File: config.mk
export PLATFORM = sky130hd
export DESIGN_NAME = display_reply_frame_parser_core
export DESIGN_NICKNAME = d
export VERILOG_FILES = /design/src/hw/rtl/dprf_pkg.sv /design/src/hw/rtl/dprf_decode.sv /design/src/hw/rtl/display_reply_frame_parser_core.sv
export SDC_FILE = /design/constraint.sdc
export NUM_CORES = 1
export LEC_CHECK = 0
export BUFFER_PORTS_ARGS = -buffer_cell sky130_fd_sc_hd__buf_2
export CAP_MARGIN = 15
export CORE_ASPECT_RATIO = 1.5
export CORE_MARGIN = 2
export CORE_UTILIZATION = 58
export DETAILED_ROUTE_END_ITERATION = 12
export PLACE_DENSITY = 0.8
export REMOVE_ABC_BUFFERS = 1
export SETUP_SLACK_MARGIN = 0.4
export SLEW_MARGIN = 10
export SYNTH_ARGS = -nofsm -noshare
export SYNTH_HDL_FRONTEND = slang
export SYNTH_HIERARCHICAL = 1
export SYNTH_SLANG_ARGS = --single-unit
File: constraint.sdc
create_clock -name clock -period 5.6 [get_ports clock]
set_clock_uncertainty 0.1 [all_clocks]
set_input_delay 1.12 -clock clock [delete_from_list [all_inputs] [get_ports clock]]
set_output_delay 1.12 -clock clock [all_outputs]
set_load 0.005 [all_outputs]
File: src/hw/rtl/dprf_pkg.sv
// Shared types and constants for the display reply frame parser.
// Holds the frame type codes, event codes and the result record.
// No dependencies.
package dprf_pkg;

   localparam logic [7:0] END_MARK = 8'hFF;

   // Frame type codes (first byte of a frame)
   localparam logic [7:0] TYPE_ERR_CMD     = 8'h00;
   localparam logic [7:0] TYPE_SUCCESS     = 8'h01;
   localparam logic [7:0] TYPE_ERR_COMP    = 8'h02;
   localparam logic [7:0] TYPE_ERR_PAGE    = 8'h03;
   localparam logic [7:0] TYPE_ERR_PIC     = 8'h04;
   localparam logic [7:0] TYPE_ERR_FONT    = 8'h05;
   localparam logic [7:0] TYPE_ERR_BAUD    = 8'h11;
   localparam logic [7:0] TYPE_BUTTON      = 8'h65;
   localparam logic [7:0] TYPE_PAGE        = 8'h66;
   localparam logic [7:0] TYPE_TOUCH_AWAKE = 8'h67;
   localparam logic [7:0] TYPE_TOUCH_SLEEP = 8'h68;
   localparam logic [7:0] TYPE_STRING      = 8'h70;
   localparam logic [7:0] TYPE_NUMBER      = 8'h71;
   localparam logic [7:0] TYPE_SLEEP       = 8'h86;
   localparam logic [7:0] TYPE_WAKE        = 8'h87;
   localparam logic [7:0] TYPE_LAUNCH      = 8'h88;
   localparam logic [7:0] TYPE_UPGRADE     = 8'h89;

   typedef enum logic [3:0] {
      EV_NONE    = 4'd0,
      EV_ERROR   = 4'd1,
      EV_SUCCESS = 4'd2,
      EV_BUTTON  = 4'd3,
      EV_PAGE    = 4'd4,
      EV_TOUCH   = 4'd5,
      EV_STRING  = 4'd6,
      EV_NUMBER  = 4'd7,
      EV_SLEEP   = 4'd8,
      EV_WAKE    = 4'd9,
      EV_LAUNCH  = 4'd10,
      EV_UPGRADE = 4'd11
   } event_type;

   typedef enum logic [2:0] {
      ERR_COMMAND   = 3'd0,
      ERR_COMPONENT = 3'd1,
      ERR_PAGE      = 3'd2,
      ERR_PICTURE   = 3'd3,
      ERR_FONT      = 3'd4,
      ERR_BAUD      = 3'd5
   } error_type;

   localparam int HEAD_DEPTH = 5;

   typedef logic [HEAD_DEPTH-1:0][7:0] head_type;

   typedef struct packed {
      logic [3:0]  event_res;
      logic [2:0]  error_code;
      logic [7:0]  page_id;
      logic [7:0]  component_id;
      logic        pressed;
      logic        in_sleep;
      logic [15:0] pos_x;
      logic [15:0] pos_y;
      logic [31:0] number_value;
      logic        char_valid;
      logic [7:0]  char_byte;
   } result_type;

endpackage

File: src/hw/rtl/dprf_decode.sv
// Frame-end decoder: maps the frame type and the captured bytes to an event.
// Depends on dprf_pkg.
module dprf_decode (
   input  logic [7:0]        frame_type,
   input  dprf_pkg::head_type head_bytes,
   input  logic [31:0]       number_value,
   output logic              event_valid,
   output dprf_pkg::result_type event_fields
);

   always_comb begin
      event_fields = '0;
      event_valid  = 1'b1;
      unique case (frame_type)
         dprf_pkg::TYPE_ERR_CMD: begin
            event_fields.event_res  = dprf_pkg::EV_ERROR;
            event_fields.error_code = dprf_pkg::ERR_COMMAND;
         end
         dprf_pkg::TYPE_ERR_COMP: begin
            event_fields.event_res  = dprf_pkg::EV_ERROR;
            event_fields.error_code = dprf_pkg::ERR_COMPONENT;
         end
         dprf_pkg::TYPE_ERR_PAGE: begin
            event_fields.event_res  = dprf_pkg::EV_ERROR;
            event_fields.error_code = dprf_pkg::ERR_PAGE;
         end
         dprf_pkg::TYPE_ERR_PIC: begin
            event_fields.event_res  = dprf_pkg::EV_ERROR;
            event_fields.error_code = dprf_pkg::ERR_PICTURE;
         end
         dprf_pkg::TYPE_ERR_FONT: begin
            event_fields.event_res  = dprf_pkg::EV_ERROR;
            event_fields.error_code = dprf_pkg::ERR_FONT;
         end
         dprf_pkg::TYPE_ERR_BAUD: begin
            event_fields.event_res  = dprf_pkg::EV_ERROR;
            event_fields.error_code = dprf_pkg::ERR_BAUD;
         end
         dprf_pkg::TYPE_SUCCESS: begin
            event_fields.event_res = dprf_pkg::EV_SUCCESS;
         end
         dprf_pkg::TYPE_BUTTON: begin
            event_fields.event_res    = dprf_pkg::EV_BUTTON;
            event_fields.page_id      = head_bytes[0];
            event_fields.component_id = head_bytes[1];
            event_fields.pressed      = (head_bytes[2] == 8'd1);
         end
         dprf_pkg::TYPE_PAGE: begin
            event_fields.event_res = dprf_pkg::EV_PAGE;
            event_fields.page_id   = head_bytes[0];
         end
         dprf_pkg::TYPE_TOUCH_AWAKE, dprf_pkg::TYPE_TOUCH_SLEEP: begin
            event_fields.event_res = dprf_pkg::EV_TOUCH;
            event_fields.pressed   = (head_bytes[4] == 8'd1);
            event_fields.in_sleep  = (frame_type == dprf_pkg::TYPE_TOUCH_SLEEP);
            event_fields.pos_x     = {head_bytes[0], head_bytes[1]};
            event_fields.pos_y     = {head_bytes[2], head_bytes[3]};
         end
         dprf_pkg::TYPE_STRING: begin
            event_fields.event_res = dprf_pkg::EV_STRING;
         end
         dprf_pkg::TYPE_NUMBER: begin
            event_fields.event_res    = dprf_pkg::EV_NUMBER;
            event_fields.number_value = number_value;
         end
         dprf_pkg::TYPE_SLEEP: begin
            event_fields.event_res = dprf_pkg::EV_SLEEP;
         end
         dprf_pkg::TYPE_WAKE: begin
            event_fields.event_res = dprf_pkg::EV_WAKE;
         end
         dprf_pkg::TYPE_LAUNCH: begin
            event_fields.event_res = dprf_pkg::EV_LAUNCH;
         end
         dprf_pkg::TYPE_UPGRADE: begin
            event_fields.event_res = dprf_pkg::EV_UPGRADE;
         end
         default: begin
            // unknown type: frame ends silently
            event_valid = 1'b0;
         end
      endcase
   end

endmodule

File: src/hw/rtl/display_reply_frame_parser_core.sv
// Top level of the display reply frame parser.
// Depends on dprf_pkg and dprf_decode.
//
// Takes one received display byte per item on the req_ channel and splits
// the byte stream into frames; a frame ends once more than three bytes are
// held and the last three are 0xFF. At the end of a frame the first byte
// (its type) selects the event sent on the rsp_ channel; unknown types end
// silently. Bytes of a string frame stream out as single characters three
// bytes late, stopping at the first zero byte. Each byte is handled in the
// cycle it is accepted: the frame state registers update and any result
// lands in the output register. The block takes one item every cycle; it
// stalls only while a result sits unclaimed in the output register, and
// takes the next item in the same cycle that result is taken.
module display_reply_frame_parser_core (
   input  logic         clock,
   input  logic         reset,
   input  logic         req_tvalid,
   output logic         req_tready,
   input  logic [7:0]   req_tdata,   // [7:0] rx_byte
   output logic         rsp_tvalid,
   input  logic         rsp_tready,
   // [2:0] error_code, [10:3] page_id, [18:11] component_id, [19] pressed,
   // [20] in_sleep, [36:21] pos_x, [52:37] pos_y, [84:53] number_value,
   // [92:85] char_byte, [95:93] zero
   output logic [95:0]  rsp_tdata,
   output logic [4:0]   rsp_tuser    // [3:0] event_res, [4] char_valid
);

   localparam logic [3:0] COUNT_MAX = 4'd15;
   localparam int TAIL_DEPTH = 6;

   // frame state
   logic [3:0]          count_ff, count_in;
   logic [7:0]          type_ff, type_in;
   dprf_pkg::head_type  head_ff, head_in;
   logic [TAIL_DEPTH-1:0][7:0] tail_ff, tail_in;
   logic                zero_seen_ff, zero_seen_in;

   // output register
   logic                rsp_valid_ff, rsp_valid_in;
   dprf_pkg::result_type rsp_ff, rsp_in;

   logic                accept;
   logic [7:0]          rx;
   logic [7:0]          cur_type;
   dprf_pkg::head_type  cur_head;
   logic                char_out;
   logic                char_zero;
   logic                frame_end;
   logic [31:0]         number_value;
   logic                event_valid;
   dprf_pkg::result_type event_fields;

   // hold the output register while a result waits; take input otherwise
   assign req_tready = !rsp_valid_ff || rsp_tready;
   assign accept     = req_tvalid && req_tready;
   assign rx         = req_tdata;

   always_comb begin
      // the first byte of a frame is its type; bytes 1..5 are captured
      cur_type = (count_ff == 4'd0) ? rx : type_ff;
      for (int i = 0; i < dprf_pkg::HEAD_DEPTH; i++) begin
         cur_head[i] = (count_ff == 4'(i + 1)) ? rx : head_ff[i];
      end

      // string payload runs three bytes behind the incoming byte
      char_out  = 1'b0;
      char_zero = 1'b0;
      if ((cur_type == dprf_pkg::TYPE_STRING) && (count_ff >= 4'd4) && !zero_seen_ff) begin
         if (tail_ff[2] == 8'd0) begin
            char_zero = 1'b1;
         end else begin
            char_out = 1'b1;
         end
      end

      frame_end = (count_ff >= 4'd3) && (rx == dprf_pkg::END_MARK) &&
                  (tail_ff[0] == dprf_pkg::END_MARK) &&
                  (tail_ff[1] == dprf_pkg::END_MARK);

      // four bytes ahead of the terminator, earliest is least significant
      number_value = {tail_ff[2], tail_ff[3], tail_ff[4], tail_ff[5]};
   end

   dprf_decode u_decode (
      .frame_type   (cur_type),
      .head_bytes   (cur_head),
      .number_value (number_value),
      .event_valid  (event_valid),
      .event_fields (event_fields)
   );

   always_comb begin
      count_in     = count_ff;
      type_in      = type_ff;
      head_in      = head_ff;
      tail_in      = tail_ff;
      zero_seen_in = zero_seen_ff;
      rsp_valid_in = rsp_valid_ff && !rsp_tready;
      rsp_in       = rsp_ff;

      if (accept) begin
         // assemble the result: frame event first, then the streamed character
         rsp_in = '0;
         if (frame_end && event_valid) begin
            rsp_in = event_fields;
         end
         rsp_in.char_valid = char_out;
         rsp_in.char_byte  = char_out ? tail_ff[2] : 8'd0;
         rsp_valid_in      = char_out || (frame_end && event_valid);

         if (frame_end) begin
            // drop the whole frame context
            count_in     = '0;
            type_in      = '0;
            head_in      = '0;
            tail_in      = '0;
            zero_seen_in = 1'b0;
         end else begin
            count_in     = (count_ff < COUNT_MAX) ? count_ff + 4'd1 : COUNT_MAX;
            type_in      = cur_type;
            head_in      = cur_head;
            tail_in      = {tail_ff[TAIL_DEPTH-2:0], rx};
            zero_seen_in = zero_seen_ff || char_zero;
         end
      end
   end

   always_ff @(posedge clock) begin
      if (reset) begin
         count_ff     <= '0;
         type_ff      <= '0;
         head_ff      <= '0;
         tail_ff      <= '0;
         zero_seen_ff <= 1'b0;
         rsp_valid_ff <= 1'b0;
      end else begin
         count_ff     <= count_in;
         type_ff      <= type_in;
         head_ff      <= head_in;
         tail_ff      <= tail_in;
         zero_seen_ff <= zero_seen_in;
         rsp_valid_ff <= rsp_valid_in;
      end
   end

   always_ff @(posedge clock) begin
      rsp_ff <= rsp_in;
   end

   assign rsp_tvalid = rsp_valid_ff;
   assign rsp_tuser  = {rsp_ff.char_valid, rsp_ff.event_res};
   assign rsp_tdata  = {3'b000,
                        rsp_ff.char_byte,
                        rsp_ff.number_value,
                        rsp_ff.pos_y,
                        rsp_ff.pos_x,
                        rsp_ff.in_sleep,
                        rsp_ff.pressed,
                        rsp_ff.component_id,
                        rsp_ff.page_id,
                        rsp_ff.error_code};

endmodule
Word level (Yosys, flattened, before mapping)
Index checks and enable logic that the tools add are counted.
{ "classes": {"multipliers": 0, "bitwise": 0, "n_eq_ne": 26, "add_sub_neg": 1, "div_mod_pow": 0, "muxes": 21, "n_shift": 0, "magnitude_cmp": 3, "reduce_logical": 25} }
{ "ops": {"columns": ["cell", "count"], "rows": [
  ["equality test 8 bit, second input constant", 7],
  ["2-to-1 mux 8 bit", 7],
  ["equality test 8 x 7 -> 1 bit, second input constant", 6],
  ["2-to-1 mux 48 bit", 1],
  ["case mux 4 bit (11 select lines)", 1],
  ["2-to-1 mux 40 bit", 1],
  ["equality test 8 x 1 -> 1 bit, second input constant", 3],
  ["OR reduction 17 bit", 1],
  ["equality test 8 x 2 -> 1 bit, second input constant", 2],
  ["equality test 8 x 3 -> 1 bit, second input constant", 2],
  ["zero test 8 bit", 2],
  ["case mux 3 bit (5 select lines)", 1],
  ["equality test 4 x 2 -> 1 bit, second input constant", 2],
  ["equality test 4 x 3 -> 1 bit, second input constant", 2],
  ["equality test 8 x 5 -> 1 bit, second input constant", 1],
  ["logical AND 1 bit", 8],
  ["2-to-1 mux 4 bit", 2],
  ["AND reduction 2 bit", 4],
  ["2-to-1 mux 1 bit", 7],
  ["OR reduction 6 bit", 1],
  ["adder 4 x 1 -> 4 bit, second input constant", 1],
  ["equality test 4 x 1 -> 1 bit, second input constant", 1],
  ["greater-or-equal comparator 4 x 2 -> 1 bit, second input constant", 1],
  ["greater-or-equal comparator 4 x 3 -> 1 bit, second input constant", 1],
  ["other kinds (6)", 11]
]} }
{ "word_totals": {"rom_bits": 0, "latchBits": 0, "n_memories": 0, "elab_cells": 102, "in_bits": 12, "out_inout_bits": 103, "register_bits": 200, "ramBits": 0} }

Logic depth before layout (Yosys ltp)
{ "logic_depth": {"ltp_word": 8, "mapped_depth": 14, "depth_no_buf": 10} }

Modules after synthesis
The synthesis kept the hierarchy.
{ "by_module_without_submodules": {"columns": ["mod", "n_inst", "area_per_inst_um2", "cells_each", "seq_area_each_um2"], "rows": [
  ["display_reply_frame_parser_core", 1, 8498.2, 691, 4984.8],
  ["dprf_decode", 1, 1029.7, 157, 0.0]
]} }

Worst setup path before layout
No wires, ideal clock.
{ "synth_timing": {"kind": "input to register", "from": "input port rsp_tready", "to": "register rsp_ff, in the netlist rsp_tdata[0] (enable)", "path_buffers": 2, "setup_time_ns": 0.501, "cell_stages": 5, "required_ns": 4.999, "arrival_time_ns": 4.561, "setup_slack_ns": 0.438, "cell_sequence": "nand2b_1 -> nand2_1 -> inv_2 -> buf_2 -> clkbuf_1"} }
{ "synth_between": {"elab_chain_len": 2} }
{ "synth_rtl": {"columns": ["element", "line_no", "rtl"], "rows": [
  ["from (decl)", "display_reply_frame_parser_core.sv:21", "input logic rsp_tready,"],
  ["logical OR 1 bit", "display_reply_frame_parser_core.sv:55", "assign req_tready = !rsp_valid_ff || rsp_tready;"],
  ["logical AND 1 bit", "display_reply_frame_parser_core.sv:56", "assign accept = req_tvalid && req_tready;"],
  ["net accept", "display_reply_frame_parser_core.sv:43", "logic accept;"],
  ["to (signal assigned)", "display_reply_frame_parser_core.sv:148", "rsp_ff <= rsp_in;"],
  ["to (decl)", "display_reply_frame_parser_core.sv:41", "dprf_pkg::result_type rsp_ff, rsp_in;"]
]} }
The timed path passes the listed nets, and every way through them passes these cells.
A chain may end at the register's enable or synchronous reset.

Worst setup path after layout
{ "layout_timing": {"from": "register count_ff[3]", "to": "register rsp_ff, in the netlist rsp_tdata[57], data pin"} }
{ "layout_between": {"elab_chain_len": 7, "word_cells_on_any_way": 27, "classes_between": "order compare (1); eq/ne (16); mux (2); reduce/logical (8)"} }
{ "layout_rtl": {"columns": ["element", "line_no", "rtl"], "rows": [
  ["from (decl)", "display_reply_frame_parser_core.sv:33", "logic [3:0] count_ff, count_in;"],
  ["from (signal assigned)", "display_reply_frame_parser_core.sv:138", "count_ff <= count_in;"],
  ["zero test 4 bit (*)", "display_reply_frame_parser_core.sv:61", "cur_type = (count_ff == 4'd0) ? rx : type_ff;"],
  ["2-to-1 mux 8 bit (*)", "display_reply_frame_parser_core.sv:61", null],
  ["net cur_type[2]", "display_reply_frame_parser_core.sv:45", "logic [7:0] cur_type;"],
  ["equality test 8 x 7 -> 1 bit, or another cell as far along", "dprf_decode.sv:14", "unique case (frame_type)"],
  ["OR reduction 17 bit (no line) (*)", null, null],
  ["2-to-1 mux 1 bit (*)", "dprf_decode.sv:14", null],
  ["net event_valid", "display_reply_frame_parser_core.sv:51", "logic event_valid;"],
  ["logical AND 1 bit (*)", "display_reply_frame_parser_core.sv:105", "if (frame_end && event_valid) begin"],
  ["AND reduction 2 bit (no line) (*)", null, null]
]} }
Mark *: on every way through the listed nets, which the timed path passes. The rest lies on a longest branch.

==> summary.md <==
| Metric | Value |
|---|---|
| Ys Warns | `6` |
| Hold_sp | `number_value[1]` |
| Worst-Margin Slew | `between 1 and 1.5 ns` |
| Vias in the first global route | `6122` |
| Fmax | `around 250 MHz` |
| DRT Wirelength | `19100 um` |
| DR pass1 iterations | `6` |
| Post-DP Area | `roughly 10000 sq um` |
| CTS tree | `yes` |
| I/O Pins | `around 120` |
| CP Data Required Time | `between 5 and 6 ns` |
| Multi-input gate area | `roughly 4000 sq um` |
| Die Height | `160 um` |
| Total die area | `17400 sq um` |
| Worst reg2reg startpoint | `count_ff[3]` |
| Max-cap violation count | `0` |
| Slew Viols, Final | `0` |
| Final #Nets | `roughly 920` |
| # clock sinks | `200` |
| Leakage | `roughly 4 nW` |
| CP Max Fanout | `a little over 70` |
| Die W | `around 110 um` |
| Total CTS buffers | `17` |
| GP Congestion | `0.842` |
| Placeable core area | `16000 sq um` |
| WL/cell | `around 17 um` |
| DP Wirelength | `between 10000 and 15000 um` |
| Antenna viol nets, final | `0` |
| Largest net degree at the start of global routing | `138` |
| R2R Path End | `rsp_tdata[57]` |
| Bufs on Longest Clock Path | `2` |
| Worst setup path start | `count_ff[3]` |
| Min Tclk post-route | `about 4 ns` |
| WS Path Type | `flip-flop to flip-flop` |
| Worst vdd ir | `around 0.16 mV` |
| Util after Layout | `0.658` |
| Number of setup buffers added after CTS | `0` |
| CTS Hold Bufs | `0` |
| Status | `complete, no violations` |
| Slew Limit Headroom | `0.283` |
| DRC Markers | `0` |
| FF+latch area | `between 4000 and 5000 sq um` |
| Hold Path End | `number_value[1]` |
| Netlist Area Pre-Place | `about 9500 sq um` |
| Vias | `between 6000 and 7000` |
| Clock-pin slew on the worst setup and hold paths | `approximately 0.07 ns` |
| Grt ovf | `0` |
| FF-to-FF setup slack | `about 1.6 ns` |
| CP Capture Type | `flip-flop` |
| Post-cts sizing count | `0` |
| Power Dens Cells | `between 200 and 300 nW/um^2` |
| Number of port buffers | `approximately 110` |
| Synth Area per Inst | `roughly 11 sq um` |
| Finished Cell Area | `between 10000 and 15000 sq um` |
| Area grow syn2layout | `11.6%` |
| Critical path launch point type | `flip-flop` |
| Hold crit path type | `flip-flop to flip-flop` |
| Share of layout cells above drive strength 1 | `0.283` |
| Count of final setup violators | `0` |
| Starting density of the core | `0.589` |
| Endpoints failing hold | `0` |
| # rows | `57` |
| First-pass GRT wire length | `approximately 31000 um` |
| Hold Path Stages | `2` |
| Final setup TNS | `0 ns` |
| Initial antenna violation count | `0` |
| H-tree levels | `4` |
| Worst r2r path cells | `10` |
| GRT Overall Usage | `0.223` |
| Critical Path AT | `around 4.2 ns` |
| RSZ-0062 raised after global routing | `no` |
| Worst-skew pair later-pin latency | `around 0.43 ns` |
| Fill cells | `approximately 1300` |
| Initial DRC count | `~460` |
| Via-to-Cell Ratio | `5.84` |
| Cells after Synth | `about 840` |
| Clk root buf | `clkbuf_16` |
| ANT cells | `0` |
| Final worst path period share | `0.716` |
state kept, by name (all words and copies together), names as in the netlist:
signal and count:
type_ff 8, rsp_tdata 93, zero_seen_ff 1, rsp_tuser 5
count_ff 4, tail_ff 16, number_value 32, head_ff 40
rsp_tvalid 1
cell type report:
type | instances | area share
Multi-Input combinational cell | 539 | 0.380
Clock inverter | 13 | 0.0104
Sequential cell | 200 | 0.472
Inverter | 25 | 0.00936
Clock buffer | 19 | 0.0420
Timing Repair Buffer | 120 | 0.0616
Tap cell | 206 | 0.0244
worst max-delay path by stage:
stage | endpoint | slack [ns] | depth (start not counted)
finish | rsp_tdata[57] | 1.59 | 10
global route | rsp_tdata[36] | 1.23 | 10
CTS | rsp_tdata[40] | 1.69 | 11
detailed placement | rsp_tdata[40] | 1.47 | 9
global placement | rsp_tdata[64] | 1.58 | 9
floorplan | count_ff[2] | 0.72 | 5
critical path, stage by stage, from the launching register on:
cell and delay (ns):
dfxtp_1 0.38, nor2_1 0.27, and2_1 0.40, mux2_2 0.52, or3_1 0.38, a2111oi_0 0.63, nor2_1 0.08, o211ai_1 0.13
and4_2 0.49, buf_12 0.29, and2_1 0.17
layer usage:
metal	routed length, um	global-route usage
met2	10000	0.389
met4	457	0.0839
met5	0	0
met1	7870	0.278
met3	718	0.0341
cells in the final DEF, fill, tap and decap left out, drive strengths merged, types with 3 or more instances in the layout:
cell type and n:
clkbuf 19, mux2 48, nand3 5, nor2b 8, nand4 6, or3 6, a21oi 6, nor3 5
and2 173, buf 120, edfxtp 98, nor3b 50, nor4 8, nand3b 51, o41ai 20, o2bb2ai 4
nand2 10, nor2 18, nand2b 7, o32ai 21, inv 31, clkinv 6, ha 4, a31o 48
conb 3, a31oi 3, nand4b 3, dfxtp 102, o21ai 4
where the power goes:
group          leakage [nW]  switching, W  total [W]  internal, W
Sequential             1.81     0.0000178    0.00159      0.00157
Combinational          1.92      0.000149   0.000242    0.0000924
Clock                 0.273      0.000557    0.00115     0.000594
per-stage QoR:
| stage | cells | total power [W] | hold WS [ns] | setup slack, ns |
|---|---|---|---|---|
| 5_1_grt | 1122 | 0.00308 | 0.413 | 1.23 |
| 6_report | 1122 | 0.00298 | 0.385 | 1.59 |
| 3_5_place_dp | 1089 | 0.00186 | 0.370 | 1.47 |
| 3_3_place_gp | 1089 | 0.00186 | 0.360 | 1.58 |
| 4_1_cts | 1121 | 0.00299 | 0.389 | 1.69 |
| 2_1_floorplan | 764 | 0.00177 | 0.338 | 0.723 |
Note: power is estimated with default switching activity, not from simulation.
